==> src/sv/pbs_pkg.sv <==
// shared types, constants and helper functions for the path blocklist set
// no dependencies
package pbs_pkg;

   localparam int MAX_LEN = 256;
   localparam int ENTRIES = 32;
   localparam int CHAR_W  = 16;
   localparam int POS_W   = $clog2(MAX_LEN);
   localparam int SLOT_W  = (ENTRIES > 1) ? $clog2(ENTRIES) : 1;
   localparam int CNT_W   = $clog2(ENTRIES + 1);
   localparam int ROW_W   = ENTRIES * CHAR_W;

   localparam logic [1:0] OP_ADD    = 2'd0;
   localparam logic [1:0] OP_REMOVE = 2'd1;

   localparam logic [2:0] ST_OK       = 3'd0;
   localparam logic [2:0] ST_DUP      = 3'd1;
   localparam logic [2:0] ST_NOTFOUND = 3'd2;
   localparam logic [2:0] ST_FULL     = 3'd3;
   localparam logic [2:0] ST_TOOLONG  = 3'd4;

   localparam logic [CHAR_W-1:0] CH_LOWER_A = 16'h0061;
   localparam logic [CHAR_W-1:0] CH_LOWER_Z = 16'h007A;
   localparam logic [CHAR_W-1:0] CH_CASE    = 16'h0020;
   localparam logic [CHAR_W-1:0] CH_SLASH   = 16'h002F;
   localparam logic [CHAR_W-1:0] CH_BSLASH  = 16'h005C;

   typedef struct packed {
      logic capture;
      logic compare;
      logic evaluate;
      logic finish;
   } dp_cmd_type;

   typedef struct packed {
      logic char_ok;
      logic last;
   } dp_stat_type;

   function automatic logic [CHAR_W-1:0] normalize(input logic [CHAR_W-1:0] ch);
      logic [CHAR_W-1:0] r;
      r = ch;
      if (ch >= CH_LOWER_A && ch <= CH_LOWER_Z) r = ch - CH_CASE;
      if (ch == CH_SLASH) r = CH_BSLASH;
      return r;
   endfunction

   function automatic logic [SLOT_W-1:0] first_set(input logic [ENTRIES-1:0] vec);
      logic [SLOT_W-1:0] idx;
      idx = '0;
      for (int s = ENTRIES - 1; s >= 0; s--) begin
         if (vec[s]) idx = SLOT_W'(s);
      end
      return idx;
   endfunction

endpackage

==> src/sv/pbs_ctrl.sv <==
// controller state machine for the path blocklist set
// depends on pbs_pkg
module pbs_ctrl import pbs_pkg::*; (
   input  logic        clock,
   input  logic        reset,
   input  logic        start,
   output logic        busy,
   input  dp_stat_type stat,
   output dp_cmd_type  cmd
);

   typedef enum logic [1:0] {S_IDLE, S_CMP, S_EVAL, S_DONE} state_type;

   state_type state_ff, state_in;
   logic      last_ff, last_in;
   logic      accept;

   assign accept = start && (state_ff == S_IDLE);
   assign busy   = (state_ff != S_IDLE);

   assign cmd.capture  = accept;
   assign cmd.compare  = (state_ff == S_CMP);
   assign cmd.evaluate = (state_ff == S_EVAL);
   assign cmd.finish   = (state_ff == S_DONE);

   always_comb begin
      state_in = state_ff;
      last_in  = last_ff;
      unique case (state_ff)
         S_IDLE: begin
            if (accept) begin
               last_in = stat.last;
               if (stat.char_ok) state_in = S_CMP;
               else if (stat.last) state_in = S_EVAL;
            end
         end
         S_CMP:  state_in = last_ff ? S_EVAL : S_IDLE;
         S_EVAL: state_in = S_DONE;
         S_DONE: state_in = S_IDLE;
         default: state_in = S_IDLE;
      endcase
   end

   always_ff @(posedge clock) begin
      if (reset) begin
         state_ff <= S_IDLE;
         last_ff  <= 1'b0;
      end else begin
         state_ff <= state_in;
         last_ff  <= last_in;
      end
   end

endmodule

==> config.mk <==
export PLATFORM = sky130hd
export DESIGN_NAME = pbs_ctrl
export DESIGN_NICKNAME = d
export VERILOG_FILES = /design/src/sv/pbs_pkg.sv /design/src/sv/pbs_ctrl.sv
export SDC_FILE = /design/constraint.sdc
export NUM_CORES = 1
export LEC_CHECK = 0
export BUFFER_PORTS_ARGS = -buffer_cell sky130_fd_sc_hd__buf_2
export CORE_AREA = 2 2 39 41
export CTS_CLUSTER_SIZE = 28
export DETAILED_ROUTE_END_ITERATION = 6
export DIE_AREA = 0 0 41 43
export PLACE_DENSITY_LB_ADDON = 0.25
export SETUP_SLACK_MARGIN = 0.5
export SLEW_MARGIN = 20
export SYNTH_ARGS = -nofsm -noshare
export SYNTH_HDL_FRONTEND = slang
export SYNTH_SLANG_ARGS = --single-unit
==> constraint.sdc <==
create_clock -name clock -period 1.6 [get_ports clock]
set_clock_uncertainty 0.1 [all_clocks]
set_input_delay 0.16 -clock clock [delete_from_list [all_inputs] [get_ports clock]]
set_output_delay 0.16 -clock clock [all_outputs]
set_load 0.1 [all_outputs]
; ---- After elaboration in Yosys (flattened, before gate mapping)
; Index checks and enable logic that the tools add are counted.
[word_totals]
regBits = 3
mem_count = 0
mem_bits_ro = 0
inputBits = 5
mem_bits_rw = 0
latch_bits = 0
output_inout_bits = 5
[classes]
order_cmp = 0
n_reduce_logical = 5
n_eq_ne = 5
n_mux = 5
n_bitwise = 0
n_mul = 0
n_div = 0
add_sub_neg = 0
shifts = 0
[ops]
columns = op, count
row1 = two-way mux 2 bit, 4
row2 = case mux 2 bit (4 select lines), 1
row3 = "equality test 2 bit, second input constant", 2
row4 = AND reduction 2 bit, 2
row5 = "inequality test 3 bit, second input constant", 1
row6 = "equality test 2 x 1 -> 1 bit, second input constant", 1
row7 = zero test 2 bit, 1
row8 = "inequality test 2 bit, second input constant", 1
row9 = nonzero test 2 bit, 1
row10 = logical AND 1 bit, 1

; ---- Logic depth before layout (Yosys ltp)
; Gate-level depths: netlist of the first run.
[logic_depth]
depth_word = 4
depth_mapped = 2
ltp_nobuf = 2

; ---- Worst setup path after synthesis of the first run
; OpenSTA, ideal clock, no wires.
[synth_timing]
kind = register to output
start = reg state_ff[0]
end = out cmd[2] in the netlist's numbering
setup_slack_ns = -0.458
n_path_buf = 0
stages_incl_launch_ff = 2
t_required_ns = 1.340
arrival_ns = 1.798
path_cell_list = dfxtp_1 -> nor2b_1
[synth_lines]
columns = element, line
row1 = start: declaration, pbs_ctrl.sv:14  ; state_type state_ff, state_in;
row2 = start signal: assignment, pbs_ctrl.sv:49  ; state_ff <= state_in;
row3 = end: declaration, pbs_ctrl.sv:9  ; output dp_cmd_type cmd

==> results of run 1 <==
## layer usage
layer | routed length (um) | share of wire, %
met1 | 172 | 43
met2 | 196 | 49
met3 | 28 | 7.0
met4 | 0 | 0
met5 | 0 | 0
## area by class of cell
| cell class | count | area, um2 |
|---|---|---|
| tap | 16 | 20.0 |
| sequential | 3 | 67.6 |
| inverter | 1 | 7.51 |
| timing repair buffer | 14 | 153 |
| clock buffer | 4 | 26.3 |
| fill | 156 | 983 |
| multi-input combinational | 13 | 126 |
## worst min-delay path by stage
stage	from	endpoint	slack, ns
4_1_cts	reset	state_ff[1]	0.02
2_1_floorplan	reset	state_ff[1]	0.12
3_3_place_gp	reset	state_ff[1]	0.27
3_5_place_dp	reset	state_ff[1]	0.26
5_1_grt	reset	state_ff[1]	0.02
6_report	reset	state_ff[1]	0.03
## registers in the layout, summed over array words and instances, names as in the netlist
name	count
last_ff	1
state_ff	2
## cell families after synthesis
family,after synthesis,synth area share (%)
AOI/OAI and AO/OA,2,11.9
buffers and inverters,2,6.72
DFF,3,35.8
muxes,1,5.97
and+or+nand+nor,10,39.6
## report_power, final
| part | total (W) | switching (W) | internal, W | leakage [nW] |
|---|---|---|---|---|
| Clock | 0.000127 | 0.0000337 | 0.0000930 | 0.0150 |
| Combinational | 0.000209 | 0.000123 | 0.0000856 | 0.122 |
| Sequential | 0.0000970 | 0.0000142 | 0.0000828 | 0.0261 |
| Total | 0.000433 | 0.000171 | 0.000261 | 0.163 |
## cells in the mapped netlist
cell	count	area (um2)
nand3b_1	1	7.51
nor3b_2	1	12.5
and2_1	1	6.26
inv_1	1	3.75
a21oi_1	1	5.00
mux2i_1	1	10.0
dfxtp_1	3	60.1
buf_4	1	7.51
a221oi_2	1	15.0
nand2b_1	3	18.8
nor2b_1	2	12.5
nor2_1	1	3.75
nor3_1	1	5.00
## cells in the final DEF (no fill, tap or decap)
cell type and instances:
clkbuf_4 3, mux2i_1 1, dfxtp_4 2, a221oi_2 1
nor2_4 1, nor2b_4 2, dfxtp_1 1, clkbuf_1 1
nand2b_1 3, nor3b_4 1, nor3_1 1, buf_4 5
buf_2 4, nand3b_1 1, buf_12 4, a21oi_1 1
clkinvlp_4 1, and2_2 1, buf_8 1
## metrics by stage
stage	hold slack (ns)	power [W]
after floorplan	0.117	0.000229
after global placement	0.268	0.000254
after detailed placement	0.263	0.000255
after CTS	0.0216	0.000435
after global routing	0.0240	0.000458
final	0.0311	0.000433
## repair_timing
item                       in CTS  in global routing
resized for setup              13                  3
setup endpoints to repair       5                  6
setup buffers                   5                  0
gates cloned                    0                  0
pin swaps                       2                  0
==> flow_summary.json, run 1 <==
{
  "port_buffers": 9,
  "syn-cell-area_um2": 168,
  "cp.arrival_ns": 1.05,
  "regToRegEndpoint": "last_ff",
  "cp-endpoint": "cmd[3]",
  "grt_max_degree": 7,
  "place_congestion": 0.607,
  "drt-wirelength-per-cell_um": 7.80,
  "io_pins": 10,
  "wl_um": 398,
  "p_leak_nw": 0.163,
  "cts_tree": "done",
  "tightest_slew_ns": 0.213,
  "vias_per_cell": 3.57,
  "drc": 0,
  "setup_ws_ns": 0.290,
  "grt-ovfl-total": 0,
  "initial_core_util_pct": 12.1,
  "top_usage_layer": "met2",
  "final_net_count": 41,
  "final.period_utilization_pct": 81.9,
  "cp_slowest_cell": "dfxtp_4",
  "cp_max_fo": 6,
  "cts_buffer_depth": 2,
  "startpoint": "state_ff[0]",
  "core_mm2": 0.00138,
  "diodes": 0,
  "yosys_warnings": 0,
  "maxSlewViolCount": 0,
  "crit_cells": 2,
  "cp-end-kind": "output port",
  "ys_types": 13,
  "synthCells": 18,
  "pre_cts_slack_ns": 0.389,
  "worstPathRequired_ns": 1.34,
  "met1_usage_pct": 6.07,
  "post-route-min-period_ns": 1.31,
  "ys_ff_latch": 3,
  "grt_use_met3_pct": 4.71,
  "timing.fmax_ghz": 0.764,
  "dieWidth_um": 41,
  "crit_buf_inv": 1,
  "outcome": "finished clean",
  "crit_chain": "nor3b_4, buf_12",
  "cts_root_buf": "clkbuf_4",
  "hold_viol": 0,
  "max_cap_viol_count": 0,
  "powerDensity_mw_per_mm2": 1080,
  "fp-row-count": 14,
  "max-vdd-ir-drop_uv": 530,
  "synthesis.nets": 23,
  "utilization_pct": 28.9,
  "clock_latency_ns": 0.23,
  "h-tree-depth": 1,
  "r2r_cells": 3,
  "fin_tns_setup_ns": 0,
  "avgSynthCellArea_um2": 9.31,
  "critPathKind": "flop to output port",
  "drtPass1Iterations": 2,
  "die_area_mm2": 0.00176,
  "fin_cells": 51,
  "vias": 182,
  "syn2layout_area_growth_pct": 139,
  "setup_viol": 0,
  "layout-drive-gt1-share_pct": 74.3,
  "grt_first_pass_wirelength_um": 662,
  "hp-class": "input port to flop",
  "worst_slew_margin_rel_pct": 85.8,
  "cp_top_family": "flip-flops",
  "rrSetupSlack_ns": 0.50,
  "cts-hold-fix-buffers": 0,
  "cp-start-kind": "flop",
  "worstHoldPathCells": 2,
  "grtUsageMet2_pct": 8.13,
  "cts.sinks": 3,
  "antenna_found_initial": 0,
  "grt_pass1_vias": 184,
  "timing.rr.start": "state_ff[0]",
  "dpl-instance-area_um2": 275,
  "drt_iter0_drc": 1,
  "dp.cells": 42,
  "die_y_um": 43,
  "design_area_um2": 400,
  "clk_pin_slew_ns": 0.03,
  "ys_seq_area_share_pct": 35.8,
  "grtUsageTotal_pct": 6.01,
  "rsz0062_at_grt": "yes",
  "slowest_delay_ns": 0.36,
  "cts_made_buffers": 3,
  "ant_nets": 0
}
Note: power is estimated with default switching activity, not from simulation.
==> inputs of run 2 (changes only) <==
--- a/config.mk
+++ b/config.mk
@@ -5,6 +5,7 @@
 export SDC_FILE = /design/constraint.sdc
 export NUM_CORES = 1
 export LEC_CHECK = 0
+export ABC_AREA = 1
 export BUFFER_PORTS_ARGS = -buffer_cell sky130_fd_sc_hd__buf_2
 export CORE_AREA = 2 2 39 41
 export CTS_CLUSTER_SIZE = 28
==> constraint.sdc (replaced) <==
create_clock -name clock -period 1.3 [get_ports clock]
set_clock_uncertainty 0.1 [all_clocks]
set_input_delay 0.13 -clock clock [delete_from_list [all_inputs] [get_ports clock]]
set_output_delay 0.13 -clock clock [all_outputs]
set_load 0.1 [all_outputs]
==> flow_summary.json, run 2 <==
{
  "die_area_mm2": 0.00176,
  "antenna_found_initial": 0,
  "cts_tree": "done",
  "powerDensity_mw_per_mm2": 1240,
  "syn-cell-area_um2": 186,
  "largestRegisters": "state_ff (2), last_ff (1)",
  "drc": 0,
  "io_pins": 10,
  "ys_top_cells_by_area": "dfxtp_1, nor2_1, inv_1",
  "final_net_count": 50,
  "pre_cts_slack_ns": 0.261,
  "drt-wirelength-per-cell_um": 6.83,
  "r2r_cells": 6,
  "max-vdd-ir-drop_uv": 354,
  "max_cap_viol_count": 0,
  "setup_viol": 0,
  "slowest_delay_ns": 0.37,
  "tightest_slew_ns": 0.200,
  "async_flop_share_pct": 0,
  "syn2layout_area_growth_pct": 117,
  "utilization_pct": 29.2,
  "cp_top_family": "flip-flops",
  "hp-class": "input port to flop",
  "p_leak_nw": 0.170,
  "cp_max_fo": 6,
  "crit_cells": 4,
  "layout_common_cells": "nor2_1, buf_12, nand2_1, buf_2",
  "core_mm2": 0.00138,
  "post-route-min-period_ns": 1.25,
  "dp_hpwl_um": 357,
  "synth_top_cell_by_area": "dfxtp_1",
  "dieWidth_um": 41,
  "ys_seq_area_share_pct": 32.2,
  "cp.arrival_ns": 1.02,
  "ys_ff_latch": 3,
  "h-tree-depth": 1,
  "grt_first_pass_wirelength_um": 710,
  "drt_iter0_drc": 0,
  "cp-end-kind": "output port",
  "rsz0062_at_grt": "yes",
  "worstHoldPathCells": 4,
  "rrSetupSlack_ns": 0.29,
  "synth_top_area_share_pct": 32.2,
  "avgSynthCellArea_um2": 6.01,
  "critPathKind": "flop to output port",
  "regToRegEndpoint": "last_ff",
  "layout-drive-gt1-share_pct": 54.5,
  "fin_tns_setup_ns": 0,
  "cp_slowest_cell": "dfxtp_4",
  "hold_viol": 0,
  "yosys_warnings": 0,
  "synth_most_common_cell": "nor2_1",
  "grt-ovfl-total": 0,
  "synthCells": 31,
  "worstPathRequired_ns": 1.07,
  "vias_per_cell": 3.47,
  "port_buffers": 9,
  "layout.cells.most_common": "nor2_1",
  "hold_start": "reset",
  "cts.sinks": 3,
  "cts_buffer_depth": 2,
  "synthesis.nets": 36,
  "grt_pass1_vias": 213,
  "drtPass1Iterations": 1,
  "clk_pin_slew_ns": 0.03,
  "whs_endpoint": "last_ff",
  "crit_chain": "inv_4, nand2_8, nor2_4, buf_12",
  "ant_nets": 0,
  "largest_register_ffs": 2,
  "synthFlopType": "dfxtp_1",
  "grt_max_degree": 7,
  "setup_ws_ns": 0.0528,
  "maxSlewViolCount": 0,
  "initial_core_util_pct": 13.5,
  "cts_made_buffers": 3,
  "timing.fmax_ghz": 0.802,
  "final.period_utilization_pct": 95.9,
  "outcome": "finished clean",
  "regMostFlops": "state_ff",
  "ys_types": 12,
  "cp-start-kind": "flop",
  "diodes": 0,
  "timing.rr.start": "state_ff[0]",
  "grtUsageTotal_pct": 6.43,
  "crit_buf_inv": 2,
  "ys_top_cells_by_count": "nor2_1, inv_1, nand2_1, dfxtp_1, inv_2",
  "place_congestion": 0.651,
  "clock_latency_ns": 0.23,
  "synth-edff-count": 0,
  "vias": 208,
  "cts_root_buf": "clkbuf_4",
  "fp-row-count": 14,
  "worst_slew_margin_rel_pct": 86.6,
  "die_y_um": 43,
  "wl_um": 410
}
-- run 2: cell type report --
class,instances,area (um2)
fillers,156,980
repair buffers,10,128
multi-input cells,20,121
flip-flops and latches,3,67.6
inverters,7,41.3
clock buffers,4,26.3
well taps,16,20.0
-- run 2: cells by family (layout without fill, tap and decap cells) --
family / after synthesis / after routing / share of synthesized area, %
AOI/OAI and AO/OA: 2 / 2 / 5.36
DFF: 3 / 3 / 32.2
and+or+nand+nor: 18 / 18 / 44.3
buffers and inverters: 8 / 21 / 18.1
-- run 2: tightest hold or removal path: stages --
cell     delay [ns]
buf_2          0.07
inv_1          0.04
nand2_1        0.06
nor2_1         0.04
-- run 2: repair_timing --
item,in CTS,in global routing
setup endpoints to repair,8,8
resized for setup,0,2
setup buffers,1,0
hold buffers,0,0
pin swaps,3,0
-- run 2: worst max path at each step --
| stage | start | end | slack, ns |
|---|---|---|---|
| floorplan | state_ff[1] | cmd[3] | 0.16 |
| detailed placement | state_ff[1] | cmd[3] | 0.26 |
| global placement | state_ff[0] | cmd[3] | 0.27 |
| global route | state_ff[0] | cmd[3] | 0.02 |
| CTS | state_ff[1] | cmd[3] | 0.04 |
| finish | state_ff[0] | cmd[3] | 0.05 |
-- run 2: stage by stage --
stage	cells	hold slack [ns]	instance area, um2	power [W]
2_1_floorplan	31	0.196	245	0.000280
3_3_place_gp	55	0.310	365	0.000339
3_5_place_dp	55	0.311	365	0.000339
4_1_cts	60	0.0641	399	0.000514
5_1_grt	60	0.0798	404	0.000529
6_report	60	0.0664	404	0.000500
-- run 2: power by group --
| part | internal (W) | total, W | switching, W | leakage, nW |
|---|---|---|---|---|
| sequential | 0.000100 | 0.000112 | 0.0000118 | 0.0261 |
| combinational | 0.0000830 | 0.000229 | 0.000146 | 0.129 |
| clock | 0.000115 | 0.000159 | 0.0000441 | 0.0150 |
| total | 0.000298 | 0.000500 | 0.000202 | 0.170 |
-- run 2: routing by layer --
layer / wire length [um] / global-route usage, %
met1: 177 / 7.07
met2: 193 / 8.44
met3: 39 / 1.57
met4: 0 / 8.00
met5: 0 / 0
